==> config.mk <==
export PLATFORM = sky130hd
export DESIGN_NAME = csv_field_parser
export DESIGN_NICKNAME = d
export VERILOG_FILES = /design/src/cfp_pkg.sv /design/src/csv_field_parser.sv
export SDC_FILE = /design/constraint.sdc
export NUM_CORES = 1
export LEC_CHECK = 0
export ABC_CLOCK_PERIOD_IN_PS = 4000
export BUFFER_PORTS_ARGS = -buffer_cell sky130_fd_sc_hd__buf_2
export CORE_UTILIZATION = 35
export DETAILED_ROUTE_END_ITERATION = 7
export PLACE_DENSITY = 0.64
export SLEW_MARGIN = 20
export SYNTH_ARGS = -nofsm -noshare
export SYNTH_HDL_FRONTEND = slang
export SYNTH_SLANG_ARGS = --single-unit
==> constraint.sdc <==
create_clock -name clk -period 4 [get_ports clk]
set_input_delay 0.4 -clock clk [delete_from_list [all_inputs] [get_ports clk]]
set_output_delay 0.4 -clock clk [all_outputs]
set_load 0.05 [all_outputs]
==> src/cfp_pkg.sv <==
// types, constants and codes shared by the csv field parser
package cfp_pkg;

	localparam int unsigned MAX_LINE_BYTES = 1024;
	localparam int unsigned LEN_W = $clog2(MAX_LINE_BYTES);
	localparam int unsigned FIELD_W = 10;
	localparam logic [FIELD_W-1:0] FIELD_MAX = '1;

	localparam logic [7:0] DELIM_RESET = 8'd44;
	localparam logic [7:0] QUOTE_RESET = 8'd34;
	localparam logic [7:0] NUL_BYTE = 8'd0;

	localparam logic CFG_DELIMITER = 1'b0;
	localparam logic CFG_QUOTE = 1'b1;

	localparam logic [1:0] ERR_NONE = 2'd0;
	localparam logic [1:0] ERR_EOL_IN_QUOTES = 2'd1;
	localparam logic [1:0] ERR_BAD_AFTER_QUOTE = 2'd2;
	localparam logic [1:0] ERR_LINE_TOO_LONG = 2'd3;

	typedef enum logic [2:0] {
		MODE_START,
		MODE_PLAIN,
		MODE_QUOTED,
		MODE_AFTERQ,
		MODE_SKIP
	} parse_mode_t;

	typedef struct packed {
		logic [7:0] in_byte;
		logic end_of_line;
	} csv_in_t;

	typedef struct packed {
		logic [7:0] data_byte;
		logic is_data;
		logic field_end;
		logic field_null;
		logic line_end;
		logic [FIELD_W-1:0] field_number;
		logic [1:0] error_code;
	} csv_out_t;

endpackage

==> src/csv_field_parser.sv <==
// csv field parser: splits lines into delimiter-separated, optionally quoted fields
//
//  channel  direction  handshake            payload
//  in       input      in_valid/in_ready    in_data  (cfp_pkg::csv_in_t)
//  out      output     out_valid/out_ready  out_data (cfp_pkg::csv_out_t)
//  cfg      input      cfg_we               cfg_index, cfg_data
//
// one word per cycle sustained while out_ready keeps the result register free; a word
// passes from the input register through the mode machine into the result register
// the result register lets a new word enter while a result waits to be taken
// reset returns the delimiter to comma, the quote to double quote and starts a
// new line; a word that gives no result never waits on out_ready
module csv_field_parser (
	input  logic                clk,
	input  logic                arst_n,
	input  logic                in_valid,
	output logic                in_ready,
	input  cfp_pkg::csv_in_t    in_data,
	output logic                out_valid,
	input  logic                out_ready,
	output cfp_pkg::csv_out_t   out_data,
	input  logic                cfg_we,
	input  logic                cfg_index,
	input  logic [7:0]          cfg_data
);

	logic [7:0] delim_q;
	logic [7:0] quote_q;

	logic valid_s1;
	cfp_pkg::csv_in_t item_s1;

	cfp_pkg::parse_mode_t mode_q, mode_d;
	logic has_bytes_q, has_bytes_d;
	logic [cfp_pkg::FIELD_W-1:0] field_q, field_d;
	logic [cfp_pkg::LEN_W-1:0] len_q, len_d;

	logic has_res;
	cfp_pkg::csv_out_t res;
	logic advance;
	logic eol;
	logic too_long;
	logic [cfp_pkg::FIELD_W-1:0] field_next;

	logic out_valid_q;
	cfp_pkg::csv_out_t out_q;

	always_ff @(posedge clk or negedge arst_n) begin
		if (!arst_n) begin
			delim_q <= cfp_pkg::DELIM_RESET;
			quote_q <= cfp_pkg::QUOTE_RESET;
		end else if (cfg_we) begin
			case (cfg_index)
				cfp_pkg::CFG_DELIMITER: delim_q <= cfg_data;
				cfp_pkg::CFG_QUOTE: quote_q <= cfg_data;
				default: ;
			endcase
		end
	end

	// input stage moves on when its word needs no result slot or the slot frees
	assign advance = valid_s1 && (!has_res || !out_valid_q || out_ready);
	assign in_ready = !valid_s1 || advance;

	always_ff @(posedge clk or negedge arst_n) begin
		if (!arst_n) begin
			valid_s1 <= 1'b0;
		end else if (in_ready) begin
			valid_s1 <= in_valid;
		end
	end

	always_ff @(posedge clk) begin
		if (in_ready && in_valid) begin
			item_s1 <= in_data;
		end
	end

	always_ff @(posedge clk or negedge arst_n) begin
		if (!arst_n) begin
			mode_q <= cfp_pkg::MODE_START;
			has_bytes_q <= 1'b0;
			field_q <= '0;
			len_q <= '0;
		end else if (advance) begin
			mode_q <= mode_d;
			has_bytes_q <= has_bytes_d;
			field_q <= field_d;
			len_q <= len_d;
		end
	end

	assign eol = item_s1.end_of_line || (item_s1.in_byte == cfp_pkg::NUL_BYTE);
	assign too_long = len_q >= cfp_pkg::LEN_W'(cfp_pkg::MAX_LINE_BYTES - 1);
	assign field_next = (field_q == cfp_pkg::FIELD_MAX) ? field_q : field_q + 1'b1;

	always_comb begin
		mode_d = mode_q;
		has_bytes_d = has_bytes_q;
		field_d = field_q;
		len_d = len_q;
		has_res = 1'b0;
		res = '0;
		res.field_number = field_q;

		if (eol) begin
			case (mode_q)
				cfp_pkg::MODE_START: begin
					has_res = 1'b1;
					res.field_end = 1'b1;
					res.field_null = 1'b1;
					res.line_end = 1'b1;
				end
				cfp_pkg::MODE_PLAIN: begin
					has_res = 1'b1;
					res.field_end = 1'b1;
					res.field_null = !has_bytes_q;
					res.line_end = 1'b1;
				end
				cfp_pkg::MODE_QUOTED: begin
					has_res = 1'b1;
					res.error_code = cfp_pkg::ERR_EOL_IN_QUOTES;
				end
				cfp_pkg::MODE_AFTERQ: begin
					has_res = 1'b1;
					res.field_end = 1'b1;
					res.line_end = 1'b1;
				end
				default: ;
			endcase
			mode_d = cfp_pkg::MODE_START;
			has_bytes_d = 1'b0;
			field_d = '0;
			len_d = '0;
		end else if (mode_q == cfp_pkg::MODE_SKIP) begin
			mode_d = cfp_pkg::MODE_SKIP;
		end else if (too_long) begin
			has_res = 1'b1;
			res.error_code = cfp_pkg::ERR_LINE_TOO_LONG;
			mode_d = cfp_pkg::MODE_SKIP;
		end else begin
			len_d = len_q + 1'b1;
			case (mode_q)
				cfp_pkg::MODE_START: begin
					// quote test first when delimiter and quote are the same byte
					if (item_s1.in_byte == quote_q) begin
						mode_d = cfp_pkg::MODE_QUOTED;
					end else if (item_s1.in_byte == delim_q) begin
						has_res = 1'b1;
						res.field_end = 1'b1;
						res.field_null = 1'b1;
						field_d = field_next;
						has_bytes_d = 1'b0;
						mode_d = cfp_pkg::MODE_START;
					end else begin
						has_res = 1'b1;
						res.data_byte = item_s1.in_byte;
						res.is_data = 1'b1;
						has_bytes_d = 1'b1;
						mode_d = cfp_pkg::MODE_PLAIN;
					end
				end
				cfp_pkg::MODE_PLAIN: begin
					has_res = 1'b1;
					if (item_s1.in_byte == delim_q) begin
						res.field_end = 1'b1;
						res.field_null = !has_bytes_q;
						field_d = field_next;
						has_bytes_d = 1'b0;
						mode_d = cfp_pkg::MODE_START;
					end else begin
						res.data_byte = item_s1.in_byte;
						res.is_data = 1'b1;
						has_bytes_d = 1'b1;
					end
				end
				cfp_pkg::MODE_QUOTED: begin
					if (item_s1.in_byte == quote_q) begin
						mode_d = cfp_pkg::MODE_AFTERQ;
					end else begin
						has_res = 1'b1;
						res.data_byte = item_s1.in_byte;
						res.is_data = 1'b1;
					end
				end
				default: begin
					// after a quote inside a quoted field
					has_res = 1'b1;
					if (item_s1.in_byte == quote_q) begin
						res.data_byte = item_s1.in_byte;
						res.is_data = 1'b1;
						mode_d = cfp_pkg::MODE_QUOTED;
					end else if (item_s1.in_byte == delim_q) begin
						res.field_end = 1'b1;
						field_d = field_next;
						has_bytes_d = 1'b0;
						mode_d = cfp_pkg::MODE_START;
					end else begin
						res.error_code = cfp_pkg::ERR_BAD_AFTER_QUOTE;
						mode_d = cfp_pkg::MODE_SKIP;
					end
				end
			endcase
		end
	end

	always_ff @(posedge clk or negedge arst_n) begin
		if (!arst_n) begin
			out_valid_q <= 1'b0;
		end else if (advance && has_res) begin
			out_valid_q <= 1'b1;
		end else if (out_ready) begin
			out_valid_q <= 1'b0;
		end
	end

	always_ff @(posedge clk) begin
		if (advance && has_res) begin
			out_q <= res;
		end
	end

	assign out_valid = out_valid_q;
	assign out_data = out_q;

endmodule
# == Word level (Yosys, flattened, before mapping) ==
# Index checks and enable logic that the tools add are counted.
# totals
ff_bits,75
input_bits,23
out_inout_bits,26
word_cells,120
# op_classes
n_addsub,2
magnitude_cmp,1
eq_ne,14
mux,59
bitwise_logic,1
n_reduce_logical,26
# op_table
operator,n
10-bit 2-to-1 mux,9
9-bit 2-to-1 mux,3
9-bit one-hot mux with 3 select lines,1
2-bit 2-to-1 mux,12
3-bit 2-to-1 mux,7
10-bit by 1-bit adder with 10-bit output (second input constant),2
1-bit 2-to-1 mux,20
10-bit one-hot mux with 2 select lines,1
8-bit == test,2
11-bit 2-to-1 mux,1
10-bit == test (second input constant),1
10-bit >= comparator (second input constant),1
5-bit inequality test (second input constant),2
3-bit one-hot mux with 3 select lines,1
3-bit OR reduction,3
8-bit logical NOT,1
7-bit AND reduction,1
3-bit by 2-bit == test with 1-bit output (second input constant),2
2-bit inequality test (second input constant),3
1-bit one-hot mux with 3 select lines,2
3-bit AND reduction,2
5-bit AND reduction,1
1-bit logical NOT,4
1-bit logical OR,4
other kinds (13),17

# == Depth between registers and ports, before layout ==
# logic_depth
word_depth,12
ltp_mapped,8
depth_no_buf,7

# == Worst setup path before layout ==
# No wires, ideal clock.
# synth_timing
kind,flip-flop to flip-flop
start,reg item_s1[7] (netlist name)
end,"reg out_q, in the netlist out_data[0], enable pin"
setup_ns,0.383
t_arrival_ns,2.175
required_time_ns,3.617
setup_slack_ns,1.441
stages_incl_launch_ff,6
path_buffers,0
period_less_slack_ns,2.559
path_cell_list,edfxtp_1 -> or4_4 -> o21ba_4 -> nand2b_4 -> a311o_2 -> and3_1
# synth_between
elab_chain_cells,11
elab_cells_between_ends,13
cone_classes,1 x eq/ne; 5 x mux; 7 x reduce/logical
# synth_lines
element,line_no,text
start: declaration,csv_field_parser.sv:31,cfp_pkg::csv_in_t item_s1;
start signal: assignment,csv_field_parser.sv:75,item_s1 <= in_data;
8-bit == test,"csv_field_parser.sv:146, csv_field_parser.sv:178",
1-bit 2-to-1 mux,csv_field_parser.sv:178,if (item_s1.in_byte == quote_q) begin
1-bit 2-to-1 mux,-,
1-bit 2-to-1 mux,csv_field_parser.sv:137,end else if (too_long) begin
1-bit 2-to-1 mux,csv_field_parser.sv:135,end else if (mode_q == cfp_pkg::MODE_SKIP) begin
1-bit 2-to-1 mux (*),csv_field_parser.sv:106,if (eol) begin
1-bit logical NOT,csv_field_parser.sv:62,assign advance = valid_s1 && (!has_res || !out_valid_q || out_ready);
1-bit logical OR (2 in a row),csv_field_parser.sv:62,
1-bit logical AND,csv_field_parser.sv:62,
1-bit logical AND (*),csv_field_parser.sv:218,if (advance && has_res) begin
end signal: assignment,csv_field_parser.sv:219,out_q <= res;
end: declaration,csv_field_parser.sv:46,cfp_pkg::csv_out_t out_q;
# Every way passes the cells marked *; elsewhere a longest branch is shown, timed or not.
# A chain may end at the register's enable or synchronous reset.

# == Final worst setup path ==
# layout_timing
start,reg item_s1[7] (netlist name)
end,out in_ready
# layout_between
elab_chain_cells,11
elab_cells_between_ends,13
cone_classes,1 x eq/ne; 5 x mux; 7 x reduce/logical
# layout_lines
element,line_no,text
8-bit == test,"csv_field_parser.sv:146, csv_field_parser.sv:178",
1-bit 2-to-1 mux,csv_field_parser.sv:178,
1-bit 2-to-1 mux,-,
1-bit 2-to-1 mux,csv_field_parser.sv:137,
1-bit 2-to-1 mux,csv_field_parser.sv:135,
1-bit 2-to-1 mux (*),csv_field_parser.sv:106,
1-bit logical NOT (*),csv_field_parser.sv:62,
1-bit logical OR (*) (2 in a row),csv_field_parser.sv:62,
1-bit logical AND (*),csv_field_parser.sv:62,
1-bit logical OR (*),csv_field_parser.sv:63,assign in_ready = !valid_s1 || advance;
end: declaration,csv_field_parser.sv:17,"output logic in_ready,"
# Marks and branches as above.

==> run_results.csv <==
group,metric,value,unit
power_and_ir_drop,static-leakage-power,1.676,nW
routing,detail_route.first_pass.iterations,4,
yosys,synth-async-reset-ratio,56.00,%
finish,antennaDiodeCount,0,
worst_hold_path,worst_hold_path_type,"in2async",
global_route,met3_usage,3.830,%
yosys,synthesis.yosys.warnings,0,
sta,worst_hold_slack,0.1886,ns
global_route,gr_util_met1,20.17,%
sta,finalSetupViolCount,0,
sta,timing.slew.headroom,31.34,%
global_route,global_route.usage.total,15.28,%
clock_network,clk_pin_slew,0.07,ns
sta,final.setup.tns,0,ns
clock_network,cts_tree,"yes",
sta,max_freq,336.8,MHz
sta,shortest_clock_period_the_worst_path_allows_after_layout,2.969,ns
sta,finalHoldViolCount,0,
clock_network,root_buffer,"clkbuf_8",
yosys,synthCells,317,
setup_path,timing.reg2reg.worst_path_depth,7,
power_and_ir_drop,finalPower,2.580,mW
global_route,number_of_global_route_vias_before_repair,2641,
power_and_ir_drop,power_switching,1.026,mW
yosys,number_of_synthesized_flops_with_an_enable_pin,33,
floorplanning,initial_core_util,36.69,%
job,cap_violations,0,
clock_network,cts.repair.resized,0,
finish,mostFrequentLayoutCells,"48 x buf_2, 37 x dfrtp_1, 33 x edfxtp_1, 24 x nand2_1, 18 x mux2_2",
finish,utilization,41.64,%
floorplanning,row_count,37,
floorplanning,floorplan.die_area,11390,µm²
power_and_ir_drop,ir_drop,206.2,µV
yosys,synth_top_area_cells,"edfxtp_1 26%, dfrtp_1 24%, mux2_2 5.3%, xor2_1 3.7%, dfstp_2 3.4%",
clock_network,clkSinkCount,75,
clock_network,cts_max_path_buffers,2,
sta,worst_slack,1.031,ns
global_route,maximum_number_of_pins_on_one_net_before_global_route_repair,43,
finish,design_area,4357,µm²
finish,syn_to_final_growth,13.49,%
setup_path,cp_slowest_stage_delay,0.58,ns
global_route,global_route.usage.met2,23.18,%
sta,post-route-period-util,74.22,%
power_and_ir_drop,power.combinational.fraction,33.7,%
yosys,postSynthAreaPerCell,12.11,µm²
setup_path,crit_path_top_delay_cell,"or4_4",
power_and_ir_drop,seq_power_share,45.0,%
yosys,yosysSeqAreaShare,53.36,%
power_and_ir_drop,clock_power_share,21.3,%
finish,nNetsFinal,390,
placement,io_buffer_count,48,
placement,gp_congestion,0.8387,
floorplanning,top_level_ports,49,
setup_path,critical_path_class,"reg2out",
setup_path,r2r_setup_slack,1.10,ns
finish,drive_above_1_share,30.27,%
yosys,synth.distinct_cells,66,
setup_path,critical_path.top_delay_family,"simple AND/OR/NAND/NOR gates",
finish,finish.cell_count_without_fillers,506,
power_and_ir_drop,internal_power,1.553,mW
setup_path,cp_launch_type,"flop",
global_route,gr-max-usage-layer,"met2",
status,outcome,"finished clean",
yosys,synth_area,3839,µm²
yosys,yosys_register_bits,75,
clock_network,postCtsHoldBufs,0,
setup_path,critical_path.cell_chain,"or4_4 -> o21bai_2 -> buf_4 -> o21a_1 -> a41oi_1 -> and3_1 -> inv_1 -> buf_2",
sta,grt_setup_unrepaired,"false",
finish,most_common_library_cell_in_the_layout_ignoring_fill_and_taps,"buf_2",
yosys,synth_flop_cell,"dfrtp_1",
placement,post_dp_cell_area,4177,µm²
placement,hpwlAfterDp,5760,µm
routing,wire_per_inst,15.96,µm
global_route,grt_pass1_wl,13250,µm
setup_path,crit_path_max_fanout,14,
placement,placed_cells_incl_taps,490,
yosys,synthesis.nets,342,
setup_path,worst-endpoint-required,3.60,ns
floorplanning,placeableCoreArea,10460,µm²
sta,slew_violations,0,
power_and_ir_drop,netSwitchingFraction,39.79,%
routing,drt_iter0_markers,241,
power_and_ir_drop,power_density,592.1,nW/µm²
setup_path,timing.rr.start,"item_s1[7]$_DFFE_PP_",
clock_network,clock_insertion_delay_worst_skew,0.36,ns
sta,timing.clock.skew,0.01104,ns
clock_network,post_cts.repair.setup_buffers,0,
routing,route.detailed.vias_per_inst,5.358,
floorplanning,die_height,106.7,µm
setup_path,endpoint_kind,"output port",
routing,num_vias,2711,
global_route,antenna_found_initial,0,
yosys,yosysTopAreaCell,"edfxtp_1",
setup_path,path_buf_inv,3,
setup_path,arrival,2.57,ns
clock_network,htree_num_levels,3,
placement,pre_cts_ws,0.9525,ns
sta,worst_slew_pin_slew,1.030,ns
routing,finalWirelength,8077,µm
routing,detail-route-antenna-nets,0,
clock_network,cts-buffers-inserted,9,
yosys,synth_top_area_share,25.81,%
setup_path,reg2reg_to,"item_s1[1]$_DFFE_PP_",
floorplanning,overall_die_width,106.7,µm
routing,post-route-drc-count,0,
global_route,grt_overflow,0,
area by class of cell:
class,instances,area [µm²]
Fill cell,1014,6106
Sequential cell,75,2048
Multi-Input combinational cell,224,1685
Timing Repair Buffer,50,255.2
Tap cell,136,170.2
Clock buffer,13,138.9
Clock inverter,3,40.04
Inverter,5,18.77
worst register-to-register path, delay by kind of cell (launching register included):
family	cells	cell delay (ns)
compound gates	3	0.36
buf+inv	1	0.22
flops	1	0.46
simple gates	3	1.49
logic make-up after synthesis:
| kind of cell | after synthesis | synth area share (%) |
|---|---|---|
| fa+ha+maj | 2 | 0.6518 |
| xor+xnor | 16 | 3.650 |
| flops | 75 | 53.36 |
| compound gates | 59 | 12.32 |
| mux | 25 | 7.106 |
| simple gates | 122 | 20.14 |
| buf+inv | 18 | 2.770 |
per-layer routing:
| layer | share of wire [%] | wire length (µm) |
|---|---|---|
| met5 | 0 | 0 |
| met4 | 1.9 | 155 |
| met3 | 5.3 | 425 |
| met2 | 45 | 3671 |
| met1 | 47 | 3824 |
worst max-delay path by stage:
| stage | start | to | slack, ns | cells past startpoint |
|---|---|---|---|---|
| 2_1_floorplan | item_s1[7]$_DFFE_PP_ | out_data[0]$_DFFE_PP_ | 1.44 | 5 |
| 3_3_place_gp | item_s1[6]$_DFFE_PP_ | out_data[9]$_DFFE_PP_ | 1.03 | 5 |
| 3_5_place_dp | item_s1[7]$_DFFE_PP_ | out_data[9]$_DFFE_PP_ | 0.95 | 5 |
| 4_1_cts | item_s1[7]$_DFFE_PP_ | out_data[7]$_DFFE_PP_ | 0.93 | 5 |
| 5_1_grt | item_s1[7]$_DFFE_PP_ | item_s1[1]$_DFFE_PP_ | 0.90 | 7 |
| 6_report | item_s1[7]$_DFFE_PP_ | in_ready | 1.03 | 8 |
flip-flops by register name (all words and copies together), names as in the netlist:
signal	flops
mode_q	3
field_q	10
quote_q	8
len_q	10
item_s1	9
valid_s1	1
out_valid	1
has_bytes_q	1
delim_q	8
out_data	24
cell usage after synthesis, types with 2 or more instances:
library cell and instances:
a21boi_1 2, a21o_1 2, a21oi_1 9, a22oi_1 2, a31o_1 3, a31oi_1 2, a41oi_1 3, and2_1 10
and3_1 5, buf_4 2, buf_6 4, clkbuf_1 6, dfrtp_1 37, dfstp_2 5, edfxtp_1 33, ha_1 2
inv_1 5, mux2_2 18, mux2i_1 7, nand2_1 24, nand2_2 2, nand2b_1 8, nand3_1 16, nand4_1 3
nor2_1 12, nor2b_1 4, nor3_1 3, nor3b_1 2, nor4_2 5, nor4_4 3, o21ai_0 5, o21ai_1 3
o22ai_1 2, o31ai_1 3, o32ai_1 2, o41a_1 2, o41ai_1 5, or2_1 2, or2_2 4, or3_1 6
or4_1 3, or4_4 2, xor2_1 16
power groups by stage:
stage | logic, mW | clock network [mW] | registers [mW]
after floorplan | 0.431 | 0 | 1.41
after global placement | 0.865 | 0 | 1.17
after detailed placement | 0.871 | 0 | 1.17
after CTS | 0.874 | 0.565 | 1.16
after global routing | 0.932 | 0.596 | 1.18
final | 0.870 | 0.550 | 1.16
Note: power is estimated with default switching activity, not from simulation.
